File: config.mk
export PLATFORM = sky130hd
export DESIGN_NAME = first_fit_block_allocator_flat
export DESIGN_NICKNAME = d
export VERILOG_FILES = /design/src/rtl/ffba_pkg.sv /design/src/rtl/ffba_req_if.sv /design/src/rtl/ffba_rsp_if.sv /design/src/rtl/ffba_ram.sv /design/src/rtl/ffba_dpath.sv /design/src/rtl/ffba_ctrl.sv /design/src/rtl/first_fit_block_allocator.sv /design/src/flat_wrapper.sv
export SDC_FILE = /design/constraint.sdc
export NUM_CORES = 2
export LEC_CHECK = 0
export BUFFER_PORTS_ARGS = -buffer_cell sky130_fd_sc_hd__buf_2
export CAP_MARGIN = 25
export CELL_PAD_IN_SITES_DETAIL_PLACEMENT = 0
export CELL_PAD_IN_SITES_GLOBAL_PLACEMENT = 1
export CORE_UTILIZATION = 54
export DETAILED_ROUTE_END_ITERATION = 10
export PLACE_DENSITY = 0.76
export SLEW_MARGIN = 20
export SYNTH_ARGS = -nofsm -noshare
export SYNTH_HDL_FRONTEND = slang
export SYNTH_HIERARCHICAL = 1
export SYNTH_SLANG_ARGS = --single-unit
File: constraint.sdc
create_clock -name clock -period 9.7 [get_ports clock]
set_input_delay 1.94 -clock clock [delete_from_list [all_inputs] [get_ports clock]]
set_output_delay 1.94 -clock clock [all_outputs]
set_load 0.02 [all_outputs]
File: src/rtl/ffba_pkg.sv
`timescale 1ns / 1ps
package ffba_pkg;

   localparam int HEAP_BYTES   = 65536;
   localparam int HEADER_BYTES = 32;
   // A split happens only when the leftover exceeds a header plus four bytes.
   localparam int SPLIT_MARGIN = HEADER_BYTES + 4;
   // The heap never grows past the 16-bit address space.
   localparam int EFF_CAP      = (HEAP_BYTES < 65536) ? HEAP_BYTES : 65536;

   localparam int ADDR_W   = 16;
   localparam int SIZE_W   = 16;
   localparam int LIMIT_W  = 17;
   localparam int STATUS_W = 3;

   localparam logic [LIMIT_W-1:0] LIMIT_RESET = 17'd65536;

   localparam logic [STATUS_W-1:0] ST_OK      = 3'd0;
   localparam logic [STATUS_W-1:0] ST_ZERO    = 3'd1;
   localparam logic [STATUS_W-1:0] ST_NOHEAP  = 3'd2;
   localparam logic [STATUS_W-1:0] ST_FULL    = 3'd3;
   localparam logic [STATUS_W-1:0] ST_BADFREE = 3'd4;

   localparam logic CMD_ALLOC = 1'b0;
   localparam logic CMD_FREE  = 1'b1;

   typedef struct packed {
      logic [ADDR_W-1:0] offset;
      logic [SIZE_W-1:0] size;
      logic              used;
   } entry_type;

   localparam int ENTRY_W = $bits(entry_type);

   typedef enum logic [4:0] {
      OP_NONE,
      OP_START,
      OP_RD_IDX,
      OP_CHK,
      OP_SET_K_COUNT,
      OP_RD_KM1,
      OP_WR_K_UP,
      OP_SPLIT_TAIL,
      OP_WR_HEAD,
      OP_WR_USED,
      OP_APPEND,
      OP_RD_NEXT,
      OP_MERGE_NEXT,
      OP_RD_KP1,
      OP_WR_K_DOWN,
      OP_DEC_COUNT,
      OP_RD_PREV,
      OP_MERGE_PREV,
      OP_WR_SELF,
      OP_RESP
   } op_type;

   typedef struct packed {
      op_type              op;
      logic [STATUS_W-1:0] code;
   } ctl_type;

   typedef struct packed {
      logic cmd_free;
      logic zero_req;
      logic null_pa;
      logic idx_end;
      logic hit;
      logic rd_used;
      logic split_ok;
      logic k_above;
      logic k_more;
      logic next_exists;
      logic prev_exists;
      logic noheap;
      logic full;
      logic out_busy;
   } sts_type;

endpackage

File: src/rtl/ffba_req_if.sv
`timescale 1ns / 1ps
interface ffba_req_if;
   logic        valid;
   logic        ready;
   logic        command;
   logic [15:0] request_size;
   logic [15:0] payload_address;

   modport source (output valid, command, request_size, payload_address, input ready);
   modport sink   (input valid, command, request_size, payload_address, output ready);
endinterface

File: src/rtl/ffba_rsp_if.sv
`timescale 1ns / 1ps
interface ffba_rsp_if;
   logic        valid;
   logic        ready;
   logic [15:0] address;
   logic [2:0]  status;

   modport source (output valid, address, status, input ready);
   modport sink   (input valid, address, status, output ready);
endinterface

File: src/rtl/ffba_ram.sv
`timescale 1ns / 1ps
module ffba_ram #(
   parameter int WIDTH = 33,
   parameter int DEPTH = 32
) (
   input  logic                                    clock,
   input  logic                                    we,
   input  logic [((DEPTH > 1) ? $clog2(DEPTH) : 1)-1:0] waddr,
   input  logic [WIDTH-1:0]                        wdata,
   input  logic                                    re,
   input  logic [((DEPTH > 1) ? $clog2(DEPTH) : 1)-1:0] raddr,
   output logic [WIDTH-1:0]                        rdata
);
   logic [WIDTH-1:0] mem_ff [DEPTH];
   logic [WIDTH-1:0] rdata_ff;

   always_ff @(posedge clock) begin
      if (we) begin
         mem_ff[waddr] <= wdata;
      end
      if (re) begin
         rdata_ff <= mem_ff[raddr];
      end
   end

   assign rdata = rdata_ff;
endmodule

File: src/rtl/ffba_dpath.sv
`timescale 1ns / 1ps
module ffba_dpath #(
   parameter int MAX_BLOCKS = 32
) (
   input  logic                           clock,
   input  logic                           reset,
   input  ffba_pkg::ctl_type              ctl,
   output ffba_pkg::sts_type              sts,
   input  logic                           req_command,
   input  logic [ffba_pkg::SIZE_W-1:0]    req_request_size,
   input  logic [ffba_pkg::ADDR_W-1:0]    req_payload_address,
   input  logic                           csr_we,
   input  logic [ffba_pkg::LIMIT_W-1:0]   csr_wdata,
   ffba_rsp_if.source                     rsp_chan
);
   import ffba_pkg::*;

   localparam int AW = (MAX_BLOCKS > 1) ? $clog2(MAX_BLOCKS) : 1;
   localparam int CW = $clog2(MAX_BLOCKS + 1);
   localparam logic [CW-1:0] MAX_C = CW'(MAX_BLOCKS);
   localparam logic [CW-1:0] ONE_C = CW'(1);
   localparam logic [SIZE_W-1:0] HDR16 = SIZE_W'(HEADER_BYTES);
   localparam logic [LIMIT_W-1:0] HDR17 = LIMIT_W'(HEADER_BYTES);
   localparam logic [LIMIT_W-1:0] CAP17 = LIMIT_W'(EFF_CAP);

   logic                 cmd_ff;
   logic [SIZE_W-1:0]    req_ff;
   logic [ADDR_W-1:0]    pa_ff;
   logic [CW-1:0]        idx_ff, k_ff, count_ff;
   logic [LIMIT_W-1:0]   top_ff, limit_ff;
   entry_type            cur_ff;
   logic [SIZE_W-1:0]    acc_ff;
   logic                 rsp_valid_ff;
   logic [ADDR_W-1:0]    rsp_addr_ff;
   logic [STATUS_W-1:0]  rsp_st_ff;

   logic                 ram_we, ram_re;
   logic [AW-1:0]        ram_waddr, ram_raddr;
   entry_type            ram_wdata, rdata;
   logic [ENTRY_W-1:0]   rdata_raw;

   logic [CW-1:0]        idx_p1, idx_m1, k_p1, k_m1;
   logic [SIZE_W-1:0]    left16;
   logic [LIMIT_W-1:0]   eff_limit;
   logic                 hit;

   ffba_ram #(.WIDTH(ENTRY_W), .DEPTH(MAX_BLOCKS)) u_ram (
      .clock (clock),
      .we    (ram_we),
      .waddr (ram_waddr),
      .wdata (ram_wdata),
      .re    (ram_re),
      .raddr (ram_raddr),
      .rdata (rdata_raw)
   );

   assign rdata  = entry_type'(rdata_raw);
   assign idx_p1 = idx_ff + ONE_C;
   assign idx_m1 = idx_ff - ONE_C;
   assign k_p1   = k_ff + ONE_C;
   assign k_m1   = k_ff - ONE_C;
   assign left16 = cur_ff.size - req_ff;
   assign eff_limit = (limit_ff > CAP17) ? CAP17 : limit_ff;

   always_comb begin
      if (cmd_ff == CMD_FREE) begin
         hit = rdata.used && ((LIMIT_W'(rdata.offset) + HDR17) == LIMIT_W'(pa_ff));
      end else begin
         hit = !rdata.used && (rdata.size >= req_ff);
      end
   end

   always_comb begin
      sts.cmd_free    = (cmd_ff == CMD_FREE);
      sts.zero_req    = (req_ff == '0);
      sts.null_pa     = (pa_ff == '0);
      sts.idx_end     = (idx_ff >= count_ff);
      sts.hit         = hit;
      sts.rd_used     = rdata.used;
      sts.split_ok    = ((LIMIT_W'(left16)) > LIMIT_W'(SPLIT_MARGIN)) && (count_ff < MAX_C);
      sts.k_above     = (k_ff > idx_p1);
      sts.k_more      = (k_p1 < count_ff);
      sts.next_exists = (idx_p1 < count_ff);
      sts.prev_exists = (idx_ff != '0);
      sts.noheap      = ((LIMIT_W + 1)'(top_ff) + (LIMIT_W + 1)'(HEADER_BYTES)
                         + (LIMIT_W + 1)'(req_ff)) > (LIMIT_W + 1)'(eff_limit);
      sts.full        = (count_ff >= MAX_C);
      sts.out_busy    = rsp_valid_ff && !rsp_chan.ready;
   end

   // Table port selection for each operation.
   always_comb begin
      ram_we    = 1'b0;
      ram_re    = 1'b0;
      ram_waddr = idx_ff[AW-1:0];
      ram_raddr = idx_ff[AW-1:0];
      ram_wdata = rdata;
      case (ctl.op)
         OP_RD_IDX: ram_re = 1'b1;
         OP_RD_KM1: begin
            ram_re    = 1'b1;
            ram_raddr = k_m1[AW-1:0];
         end
         OP_WR_K_UP, OP_WR_K_DOWN: begin
            ram_we    = 1'b1;
            ram_waddr = k_ff[AW-1:0];
         end
         OP_SPLIT_TAIL: begin
            ram_we           = 1'b1;
            ram_waddr        = idx_p1[AW-1:0];
            ram_wdata.offset = cur_ff.offset + HDR16 + req_ff;
            ram_wdata.size   = left16 - HDR16;
            ram_wdata.used   = 1'b0;
         end
         OP_WR_HEAD: begin
            ram_we           = 1'b1;
            ram_wdata.offset = cur_ff.offset;
            ram_wdata.size   = req_ff;
            ram_wdata.used   = 1'b1;
         end
         OP_WR_USED: begin
            ram_we           = 1'b1;
            ram_wdata.offset = cur_ff.offset;
            ram_wdata.size   = cur_ff.size;
            ram_wdata.used   = 1'b1;
         end
         OP_APPEND: begin
            ram_we           = 1'b1;
            ram_waddr        = count_ff[AW-1:0];
            ram_wdata.offset = top_ff[ADDR_W-1:0];
            ram_wdata.size   = req_ff;
            ram_wdata.used   = 1'b1;
         end
         OP_RD_NEXT: begin
            ram_re    = 1'b1;
            ram_raddr = idx_p1[AW-1:0];
         end
         OP_RD_KP1: begin
            ram_re    = 1'b1;
            ram_raddr = k_p1[AW-1:0];
         end
         OP_RD_PREV: begin
            ram_re    = 1'b1;
            ram_raddr = idx_m1[AW-1:0];
         end
         OP_MERGE_PREV: begin
            ram_we           = 1'b1;
            ram_waddr        = idx_m1[AW-1:0];
            ram_wdata.offset = rdata.offset;
            ram_wdata.size   = rdata.size + HDR16 + acc_ff;
            ram_wdata.used   = 1'b0;
         end
         OP_WR_SELF: begin
            ram_we           = 1'b1;
            ram_wdata.offset = cur_ff.offset;
            ram_wdata.size   = acc_ff;
            ram_wdata.used   = 1'b0;
         end
         default: begin
         end
      endcase
   end

   always_ff @(posedge clock) begin
      if (reset) begin
         count_ff     <= '0;
         top_ff       <= '0;
         limit_ff     <= LIMIT_RESET;
         rsp_valid_ff <= 1'b0;
      end else begin
         if (csr_we) begin
            limit_ff <= csr_wdata;
         end
         if (rsp_valid_ff && rsp_chan.ready) begin
            rsp_valid_ff <= 1'b0;
         end
         case (ctl.op)
            OP_START: begin
               cmd_ff <= req_command;
               req_ff <= req_request_size;
               pa_ff  <= req_payload_address;
               idx_ff <= '0;
            end
            OP_CHK: begin
               cur_ff <= rdata;
               acc_ff <= rdata.size;
               if (!hit) begin
                  idx_ff <= idx_p1;
               end
            end
            OP_SET_K_COUNT: k_ff <= count_ff;
            OP_WR_K_UP:     k_ff <= k_m1;
            OP_WR_K_DOWN:   k_ff <= k_p1;
            OP_SPLIT_TAIL:  count_ff <= count_ff + ONE_C;
            OP_APPEND: begin
               cur_ff.offset <= top_ff[ADDR_W-1:0];
               cur_ff.size   <= req_ff;
               cur_ff.used   <= 1'b1;
               count_ff      <= count_ff + ONE_C;
               top_ff        <= top_ff + HDR17 + LIMIT_W'(req_ff);
            end
            OP_MERGE_NEXT: begin
               acc_ff <= acc_ff + HDR16 + rdata.size;
               k_ff   <= idx_p1;
            end
            OP_DEC_COUNT:  count_ff <= count_ff - ONE_C;
            OP_MERGE_PREV: k_ff <= idx_ff;
            OP_RESP: begin
               rsp_valid_ff <= 1'b1;
               rsp_st_ff    <= ctl.code;
               if ((ctl.code == ST_OK) && (cmd_ff == CMD_ALLOC)) begin
                  rsp_addr_ff <= cur_ff.offset + HDR16;
               end else begin
                  rsp_addr_ff <= '0;
               end
            end
            default: begin
            end
         endcase
      end
   end

   assign rsp_chan.valid   = rsp_valid_ff;
   assign rsp_chan.address = rsp_addr_ff;
   assign rsp_chan.status  = rsp_st_ff;
endmodule

File: src/rtl/ffba_ctrl.sv
`timescale 1ns / 1ps
module ffba_ctrl (
   input  logic              clock,
   input  logic              reset,
   input  logic              req_valid,
   output logic              req_ready,
   input  ffba_pkg::sts_type sts,
   output ffba_pkg::ctl_type ctl
);
   import ffba_pkg::*;

   typedef enum logic [4:0] {
      S_IDLE,
      S_DISPATCH,
      S_SCAN_RD,
      S_SCAN_CHK,
      S_ALLOC_HIT,
      S_SHUP,
      S_SHUP_WR,
      S_SPLIT_HEAD,
      S_SPLIT_TAIL,
      S_APPEND,
      S_FREE_HIT,
      S_FREE_NXT,
      S_CLOSE,
      S_CLOSE_WR,
      S_FREE_PRV,
      S_FREE_PCHK,
      S_FREE_SELF,
      S_RESP
   } state_type;

   state_type           state_ff, state_in;
   logic [STATUS_W-1:0] code_ff, code_in;
   logic                prev_ff, prev_in;

   always_comb begin
      state_in  = state_ff;
      code_in   = code_ff;
      prev_in   = prev_ff;
      ctl.op    = OP_NONE;
      ctl.code  = code_ff;
      req_ready = 1'b0;
      unique case (state_ff)
         S_IDLE: begin
            req_ready = 1'b1;
            if (req_valid) begin
               ctl.op   = OP_START;
               state_in = S_DISPATCH;
            end
         end
         S_DISPATCH: begin
            code_in = ST_OK;
            prev_in = 1'b0;
            if (!sts.cmd_free && sts.zero_req) begin
               code_in  = ST_ZERO;
               state_in = S_RESP;
            end else if (sts.cmd_free && sts.null_pa) begin
               state_in = S_RESP;
            end else begin
               state_in = S_SCAN_RD;
            end
         end
         S_SCAN_RD: begin
            if (sts.idx_end) begin
               if (sts.cmd_free) begin
                  code_in  = ST_BADFREE;
                  state_in = S_RESP;
               end else begin
                  state_in = S_APPEND;
               end
            end else begin
               ctl.op   = OP_RD_IDX;
               state_in = S_SCAN_CHK;
            end
         end
         S_SCAN_CHK: begin
            ctl.op = OP_CHK;
            if (sts.hit) begin
               state_in = sts.cmd_free ? S_FREE_HIT : S_ALLOC_HIT;
            end else begin
               state_in = S_SCAN_RD;
            end
         end
         S_ALLOC_HIT: begin
            if (sts.split_ok) begin
               ctl.op   = OP_SET_K_COUNT;
               state_in = S_SHUP;
            end else begin
               ctl.op   = OP_WR_USED;
               state_in = S_RESP;
            end
         end
         S_SHUP: begin
            if (sts.k_above) begin
               ctl.op   = OP_RD_KM1;
               state_in = S_SHUP_WR;
            end else begin
               state_in = S_SPLIT_TAIL;
            end
         end
         S_SHUP_WR: begin
            ctl.op   = OP_WR_K_UP;
            state_in = S_SHUP;
         end
         S_SPLIT_TAIL: begin
            ctl.op   = OP_SPLIT_TAIL;
            state_in = S_SPLIT_HEAD;
         end
         S_SPLIT_HEAD: begin
            ctl.op   = OP_WR_HEAD;
            state_in = S_RESP;
         end
         S_APPEND: begin
            if (sts.noheap) begin
               code_in = ST_NOHEAP;
            end else if (sts.full) begin
               code_in = ST_FULL;
            end else begin
               ctl.op = OP_APPEND;
            end
            state_in = S_RESP;
         end
         S_FREE_HIT: begin
            if (sts.next_exists) begin
               ctl.op   = OP_RD_NEXT;
               state_in = S_FREE_NXT;
            end else begin
               state_in = S_FREE_PRV;
            end
         end
         S_FREE_NXT: begin
            if (!sts.rd_used) begin
               ctl.op   = OP_MERGE_NEXT;
               state_in = S_CLOSE;
            end else begin
               state_in = S_FREE_PRV;
            end
         end
         S_CLOSE: begin
            if (sts.k_more) begin
               ctl.op   = OP_RD_KP1;
               state_in = S_CLOSE_WR;
            end else begin
               ctl.op   = OP_DEC_COUNT;
               state_in = prev_ff ? S_RESP : S_FREE_PRV;
            end
         end
         S_CLOSE_WR: begin
            ctl.op   = OP_WR_K_DOWN;
            state_in = S_CLOSE;
         end
         S_FREE_PRV: begin
            if (sts.prev_exists) begin
               ctl.op   = OP_RD_PREV;
               state_in = S_FREE_PCHK;
            end else begin
               state_in = S_FREE_SELF;
            end
         end
         S_FREE_PCHK: begin
            if (!sts.rd_used) begin
               ctl.op   = OP_MERGE_PREV;
               prev_in  = 1'b1;
               state_in = S_CLOSE;
            end else begin
               state_in = S_FREE_SELF;
            end
         end
         S_FREE_SELF: begin
            ctl.op   = OP_WR_SELF;
            state_in = S_RESP;
         end
         S_RESP: begin
            if (!sts.out_busy) begin
               ctl.op   = OP_RESP;
               state_in = S_IDLE;
            end
         end
         default: state_in = S_IDLE;
      endcase
   end

   always_ff @(posedge clock) begin
      if (reset) begin
         state_ff <= S_IDLE;
         code_ff  <= ST_OK;
         prev_ff  <= 1'b0;
      end else begin
         state_ff <= state_in;
         code_ff  <= code_in;
         prev_ff  <= prev_in;
      end
   end
endmodule

File: src/rtl/first_fit_block_allocator.sv
`timescale 1ns / 1ps
// Channel    Direction  Transaction carries
// req_chan   in         command, request_size, payload_address
// rsp_chan   out        address, status (one per request)
// csr_*      in         heap_limit write, taken whenever csr_we is high
//
// Each table entry scanned takes a read state and a check state, set by the single
// read port of the block table and its registered read data; each entry moved
// when a split opens a slot or a merge closes one takes a read state and a write
// state, and dispatch and response add their own states.
// Reset clears the block count, the heap top and the response valid, and sets
// heap_limit to 65536; table contents need no clearing.
// The finished response sits in an output register, so a new request is taken
// while it waits; a stalled response holds the next one in its final state.
module first_fit_block_allocator #(
   parameter int MAX_BLOCKS = 32
) (
   input  logic                         clock,
   input  logic                         reset,
   ffba_req_if.sink                     req_chan,
   ffba_rsp_if.source                   rsp_chan,
   input  logic                         csr_we,
   input  logic [ffba_pkg::LIMIT_W-1:0] csr_wdata
);
   import ffba_pkg::*;

   ctl_type ctl;
   sts_type sts;
   logic    req_ready;

   // The controller sequences the scan, slot moves and merges; the datapath
   // owns the table, the counters and the response register.
   ffba_ctrl u_ctrl (
      .clock     (clock),
      .reset     (reset),
      .req_valid (req_chan.valid),
      .req_ready (req_ready),
      .sts       (sts),
      .ctl       (ctl)
   );

   ffba_dpath #(.MAX_BLOCKS(MAX_BLOCKS)) u_dpath (
      .clock               (clock),
      .reset               (reset),
      .ctl                 (ctl),
      .sts                 (sts),
      .req_command         (req_chan.command),
      .req_request_size    (req_chan.request_size),
      .req_payload_address (req_chan.payload_address),
      .csr_we              (csr_we),
      .csr_wdata           (csr_wdata),
      .rsp_chan            (rsp_chan)
   );

   assign req_chan.ready = req_ready;

   // Once a request is taken, ready is low in the following cycle.
   a_busy_after_accept: assert property (@(posedge clock) disable iff (reset)
      (req_chan.valid && req_chan.ready) |=> !req_chan.ready)
      else $error("request accepted while previous one still in progress");

   // A response appears only as the result of the response operation.
   a_rsp_from_ctrl: assert property (@(posedge clock) disable iff (reset)
      $rose(rsp_chan.valid) |-> $past(ctl.op == OP_RESP))
      else $error("response valid without a response operation");

   // The response register is never overwritten while it is stalled.
   a_no_overwrite: assert property (@(posedge clock) disable iff (reset)
      (ctl.op == OP_RESP) |-> (!rsp_chan.valid || rsp_chan.ready))
      else $error("response issued over a pending transaction");

   // Error responses never carry an address.
   a_err_addr_zero: assert property (@(posedge clock) disable iff (reset)
      (rsp_chan.valid && (rsp_chan.status != ST_OK)) |-> (rsp_chan.address == '0))
      else $error("error response with nonzero address");
endmodule

File: src/flat_wrapper.sv
// flat-port wrapper written by rule: the top's interface ports become plain ports
module first_fit_block_allocator_flat import ffba_pkg::*;
#(
   parameter int MAX_BLOCKS = 32
)
  (clock, reset, csr_we, csr_wdata, req_chan_valid, req_chan_command, req_chan_request_size, req_chan_payload_address, req_chan_ready, rsp_chan_valid, rsp_chan_address, rsp_chan_status, rsp_chan_ready);
  ffba_req_if req_chan_i ();
  ffba_rsp_if rsp_chan_i ();
  input  logic clock;
  input  logic reset;
  input  logic csr_we;
  input  logic [ffba_pkg::LIMIT_W-1:0] csr_wdata;
  input wire logic [$bits(req_chan_i.valid)-1:0] req_chan_valid;
  input wire logic [$bits(req_chan_i.command)-1:0] req_chan_command;
  input wire logic [$bits(req_chan_i.request_size)-1:0] req_chan_request_size;
  input wire logic [$bits(req_chan_i.payload_address)-1:0] req_chan_payload_address;
  output wire logic [$bits(req_chan_i.ready)-1:0] req_chan_ready;
  output wire logic [$bits(rsp_chan_i.valid)-1:0] rsp_chan_valid;
  output wire logic [$bits(rsp_chan_i.address)-1:0] rsp_chan_address;
  output wire logic [$bits(rsp_chan_i.status)-1:0] rsp_chan_status;
  input wire logic [$bits(rsp_chan_i.ready)-1:0] rsp_chan_ready;
  assign req_chan_i.valid = req_chan_valid;
  assign req_chan_i.command = req_chan_command;
  assign req_chan_i.request_size = req_chan_request_size;
  assign req_chan_i.payload_address = req_chan_payload_address;
  assign req_chan_ready = req_chan_i.ready;
  assign rsp_chan_valid = rsp_chan_i.valid;
  assign rsp_chan_address = rsp_chan_i.address;
  assign rsp_chan_status = rsp_chan_i.status;
  assign rsp_chan_i.ready = rsp_chan_ready;
  first_fit_block_allocator #(.MAX_BLOCKS(MAX_BLOCKS)) u_core (.clock(clock), .reset(reset), .req_chan(req_chan_i), .rsp_chan(rsp_chan_i), .csr_we(csr_we), .csr_wdata(csr_wdata));
endmodule
# After elaboration in Yosys (flattened, before gate mapping)
# Memory sizes are Yosys's and may differ from the RTL's. A register that Yosys moved wholly into a read port is not among the register bits.
# Index checks and enable logic that the tools add are counted.
# Widths: inputs -> output; s select.
[op_classes]
addsub = 19
magnitude_cmp = 10
eq_ne = 44
mux = 56
bitwise = 2
n_reduce_logical = 38
[op_table]
columns = ["operator", "count"]
rows = [
  ["$pmux 33 s6", 1],
  ["$pmux 5 s17", 1],
  ["$eq 5x4->1 const B", 16],
  ["$pmux 5 s16", 1],
  ["$mux 5", 14],
  ["$pmux 33 s2", 1],
  ["$add 16x16->16", 3],
  ["$add 16x6->16 const B", 3],
  ["$eq 5x3->1 const B", 8],
  ["$pmux 5 s4", 2],
  ["$logic_not 16->1", 2],
  ["$mux 4", 8],
  ["$pmux 16 s2", 1],
  ["$eq 5x5->1 const B", 6],
  ["$pmux 6 s5", 1],
  ["$pmux 6 s2", 2],
  ["$eq 5x2->1 const B", 4],
  ["$add 17x6->18 const B", 1],
  ["$add 18x16->18", 1],
  ["$add 6x1->6 const B", 3],
  ["$gt 18x17->1", 1],
  ["$mux 3", 6],
  ["$add 16x6->17 const B", 1],
  ["$add 17x16->17", 1],
  ["other kinds (40)", 81],
]
[totals]
reg_bits = 162
ramBits = 1056
in_bits = 55
output_inout_bits = 21
wordCells = 187
n_memories = 1
[mem_list]
columns = ["memory", "depth", "word_bits", "rd", "rd_ports_with_merged_regs", "write_ports", "line_no", "rtl"]
rows = [
  ["u_core.u_dpath.u_ram.mem_ff", 32, 33, 1, 1, 1, "ffba_ram.sv:14", "logic [WIDTH-1:0] mem_ff [DEPTH];"],
]

# Longest topological paths before layout
[logic_depth]
word_depth = 10
mapped_depth = 36

# Hierarchy
# Netlist, hierarchy kept.
[modules_own_cells]
columns = ["module", "n_inst", "cells_per_inst", "area_per_inst_um2", "seq_area_each_um2"]
rows = [
  ["ffba_ram", 1, 2332, 42144.2, 32701.4],
  ["ffba_dpath", 1, 1507, 13176.4, 4184.0],
  ["ffba_ctrl", 1, 153, 1089.8, 180.2],
]

# Worst setup path after synthesis
# Ideal clock, no wire load.
[synth_path]
path_kind = "reg2reg"
startpoint = "register u_core.u_dpath.req_ff[1]"
endpoint = "register u_core.u_dpath.cmd_ff, enable pin"
t_arrival_ns = 7.579
slack_ns = 1.603
path_stages_with_launch = 25
path_buffers = 2
period_less_slack_ns = 8.097
path_cell_list = "edfxtp_1 ha_1 ha_1 fa_1 a211oi_1 o21bai_1 a31oi_1 inv_1 a21oi_1 xnor2_1 ha_1 nand4_1 nor2_1 a21oi_1 o211ai_1 nand2_1 a31oi_1 or3_1 a221o_1 nor2_1 nand2_1 o211ai_1 buf_2 buf_1 nor4b_1"
[synth_rtl]
columns = ["item", "line_no", "rtl"]
rows = [
  ["from (decl)", "ffba_dpath.sv:27", "logic [SIZE_W-1:0] req_ff;"],
  ["from (signal assigned)", "ffba_dpath.sv:180", "req_ff <= req_request_size;"],
  ["to (signal assigned)", "ffba_dpath.sv:179", "cmd_ff <= req_command;"],
  ["to (decl)", "ffba_dpath.sv:26", "logic cmd_ff;"],
]

==> impl_metrics.env <==
export IMPL_num_antenna_cells=0
export IMPL_number_of_global_route_vias_before_repair=33700
export IMPL_worst_path_max_fanout=23
export IMPL_timing_fmax_mhz=113
export IMPL_synth_cell_types=105
export IMPL_grt_first_pass_wirelength_um=221000
export IMPL_drt_total_wl_um=150000
export IMPL_synth_edff_count=1201
export IMPL_power_total_mw=21.7
export IMPL_port_buffers=75
export IMPL_power_ir_vdd_worst_uv=311
export IMPL_yosys_area_top_type="sky130_fd_sc_hd__edfxtp_1"
export IMPL_floorplan_die_area_mm2=0.106
export IMPL_layout_skew_ns=0.0311
export IMPL_setup_repair_after_global_routing_missed_its_margin="no"
export IMPL_cts_hold_fix_buffers=0
export IMPL_ant_nets=0
export IMPL_drt_drc_violations_left=0
export IMPL_slowest_stage_cell_on_the_critical_path="sky130_fd_sc_hd__nor2_4"
export IMPL_cts_root_to_sink_buffers=3
export IMPL_synthSimpleGateAreaFrac=0.0740
export IMPL_synth_top_family_by_area="multiplexers"
export IMPL_slowest_delay_ns=0.99
export IMPL_async_flop_share=0
export IMPL_timing_max_transition_violations_final=0
export IMPL_yosys_mux_area_fraction=0.0977
export IMPL_holdCritPathClass="reg -> reg"
export IMPL_worst_setup_path_type="reg -> reg"
export IMPL_synthXorXnorAreaFrac=0.0162
export IMPL_cts_repair_resize_count=0
export IMPL_synth_area_per_cell_um2=14.1
export IMPL_cts_tree="done"
export IMPL_floorplan_io_pins=76
export IMPL_dp_hpwl_um=91900
export IMPL_cts_setup_buffers=0
export IMPL_fillCellCount=7818
export IMPL_post_synth_top_area_fraction=0.639
export IMPL_synth_warning_count=6
export IMPL_ctsHtreeMaxLevel=4
export IMPL_tritoncts_num_buffers=133
export IMPL_power_density_mw_per_mm2=342
export IMPL_routed_via_count=34600
export IMPL_clock_latency_ns=0.76
export IMPL_drv_cap=0
export IMPL_critical_path_arrival_ns=9.27
export IMPL_placeableCoreArea_mm2=0.103
export IMPL_drive_gt1_frac=0.116
export IMPL_grt_usage=0.283
export IMPL_timing_hold_violations_final=0
export IMPL_gp_routability_congestion=0.896
export IMPL_whs_ns=0.471
export IMPL_yosys_top_cells_count="sky130_fd_sc_hd__edfxtp_1, sky130_fd_sc_hd__mux2i_1, sky130_fd_sc_hd__nand2_1"
export IMPL_synth_flop_cell="sky130_fd_sc_hd__edfxtp_1"
export IMPL_area_delta_synth_final_pct=12.7
export IMPL_timing_final_crit_share=0.910
export IMPL_finish_cell_count_without_fillers=5601
export IMPL_leakagePower_nw=22.7
export IMPL_finalNetCount=4336
export IMPL_max_slew_worst_pin_slew_ns=1.07
export IMPL_ys_seq_elements=1251
export IMPL_yosys_cell_count_top_type="sky130_fd_sc_hd__edfxtp_1"
export IMPL_clk_pin_slew_worst_paths_ns=0.06
export IMPL_synth_adder_area_share=0.0370
export IMPL_crit_required_ns=10.13
export IMPL_postSynthNetCount=4211
export IMPL_placedCellCount=5358
export IMPL_crit_path_end_kind="register"
export IMPL_path_common_cell="sky130_fd_sc_hd__a21oi_1"
export IMPL_number_of_clock_sinks_seen_by_cts=1251
export IMPL_timing_final_setup_violations=0
export IMPL_number_of_standard_cells_after_synthesis=3992
export IMPL_grt_max_degree=114
export IMPL_grt_antenna_before_repair=1
export IMPL_start_util=0.545
export IMPL_totalNegativeSetupSlack_ns=0
export IMPL_core_rowCount=118
export IMPL_wire_per_inst_um=26.7
export IMPL_shortest_period_the_worst_path_allows_ns=8.83
export IMPL_outcome="complete, no violations"
export IMPL_dr_first_iter_drc_count=3775
export IMPL_dr_pass1_iters=6
export IMPL_drt_vias_per_instance=6.17
export IMPL_netlist_top_cells_area="sky130_fd_sc_hd__edfxtp_1, sky130_fd_sc_hd__mux2i_1, sky130_fd_sc_hd__ha_1, sky130_fd_sc_hd__nand2_1, sky130_fd_sc_hd__a21oi_1"
export IMPL_synth_compound_area_frac=0.0918
export IMPL_crit_path_start_kind="register"
export IMPL_cts_root_buffer="sky130_fd_sc_hd__clkbuf_16"
export IMPL_die_height_um=325
export IMPL_timing_slew_headroom=0.287
export IMPL_die_width_um=325
export IMPL_syn_cell_area_mm2=0.0564
export IMPL_global_route_congestion_overflow_total=0
export IMPL_synth_seq_area_share=0.657
## worst max-delay path, delay by kind of cell (launching register included)
family | cells | cell delay [ns]
buf+inv | 4 | 1.10
compound gates | 12 | 2.32
flops | 1 | 0.50
xor+xnor | 1 | 0.18
simple gates | 10 | 3.05
fa+ha+maj | 4 | 1.31
## routing by layer
layer / up-vias / track usage / part of all wire
met5: - / 0 / 0
met3: 220 / 0.0485 / 0.075
li1: 15700 / - / -
met4: 0 / 0.0831 / 0.025
met1: 17300 / 0.399 / 0.43
met2: 1352 / 0.451 / 0.47
## through the flow
step | util | cell area [um^2] | setup slack (ns)
4_1_cts | 0.613 | 63500 | 0.889
2_1_floorplan | - | 56400 | 1.60
3_5_place_dp | 0.572 | 59200 | 0.960
3_3_place_gp | 0.571 | 59100 | 0.987
6_report | 0.614 | 63600 | 0.870
5_1_grt | 0.614 | 63600 | 0.358
## path summary, 6_finish.rpt
| path | start | end | slack [ns] | cells after the start |
|---|---|---|---|---|
| min | u_core/u_dpath/top_ff[16] | u_core/u_dpath/top_ff[16] | 0.47 | 2 |
| min reg2reg | u_core/u_dpath/top_ff[16] | u_core/u_dpath/top_ff[16] | 0.47 | 2 |
| max reg2reg | u_core/u_dpath/req_ff[1] | u_core/u_dpath/u_ram/mem_ff[22][11] | 0.87 | 31 |
| max | u_core/u_dpath/req_ff[1] | u_core/u_dpath/u_ram/mem_ff[22][11] | 0.87 | 31 |
## flip-flops by register name, summed over array words and instances (netlist names), 17 cells and up
signal,count
u_core/u_dpath/cur_ff,32
u_core/u_dpath/limit_ff,17
u_core/u_dpath/top_ff,17
u_core/u_dpath/u_ram/mem_ff,1056
u_core/u_dpath/u_ram/rdata,33
## cell type report
class / count / area [um^2] / area share
Clock buffer: 175 / 3610 / 0.0568
Clock inverter: 64 / 616 / 0.00969
Inverter: 84 / 315 / 0.00496
Multi-Input combinational cell: 2448 / 18400 / 0.289
Sequential cell: 1251 / 37100 / 0.583
Tap cell: 1380 / 1730 / 0.0272
Timing Repair Buffer: 199 / 1870 / 0.0294
## logic make-up after synthesis
family,count (synthesis)
and+or+nand+nor,875
DFF,1251
buffers and inverters,293
muxes,550
adders and majority gates,164
AOI/OAI and AO/OA,757
xor gates and xnor gates,102
## power breakdown
part           switching, mW  internal (mW)  total (mW)
Combinational           5.88           2.98        8.86
Clock                   2.11           2.81        4.92
Sequential             0.422           7.51        7.93
Total                   8.40           13.3        21.7
## placed cells by master (no fill, tap or decap), types with 21 or more instances in the layout
| cell type | instances |
|---|---|
| sky130_fd_sc_hd__edfxtp_1 | 1201 |
| sky130_fd_sc_hd__mux2i_1 | 547 |
| sky130_fd_sc_hd__nand2_1 | 312 |
| sky130_fd_sc_hd__a21oi_1 | 208 |
| sky130_fd_sc_hd__ha_1 | 159 |
| sky130_fd_sc_hd__nand3_1 | 141 |
| sky130_fd_sc_hd__clkbuf_16 | 138 |
| sky130_fd_sc_hd__nor2_1 | 130 |
| sky130_fd_sc_hd__a22oi_1 | 118 |
| sky130_fd_sc_hd__inv_1 | 81 |
| sky130_fd_sc_hd__buf_4 | 79 |
| sky130_fd_sc_hd__buf_2 | 75 |
| sky130_fd_sc_hd__o21ai_0 | 73 |
| sky130_fd_sc_hd__a22o_1 | 70 |
| sky130_fd_sc_hd__nor3_1 | 64 |
| sky130_fd_sc_hd__xnor2_1 | 64 |
| sky130_fd_sc_hd__dfxtp_1 | 50 |
| sky130_fd_sc_hd__a31oi_1 | 44 |
| sky130_fd_sc_hd__xor2_1 | 37 |
| sky130_fd_sc_hd__clkbuf_1 | 35 |
| sky130_fd_sc_hd__buf_12 | 35 |
| sky130_fd_sc_hd__a21o_1 | 34 |
| sky130_fd_sc_hd__nor2_4 | 33 |
| sky130_fd_sc_hd__nand2b_1 | 28 |
| sky130_fd_sc_hd__and2_1 | 25 |
| sky130_fd_sc_hd__nor2b_1 | 22 |
| sky130_fd_sc_hd__clkinv_2 | 21 |
(Power assumes the default switching activity.)
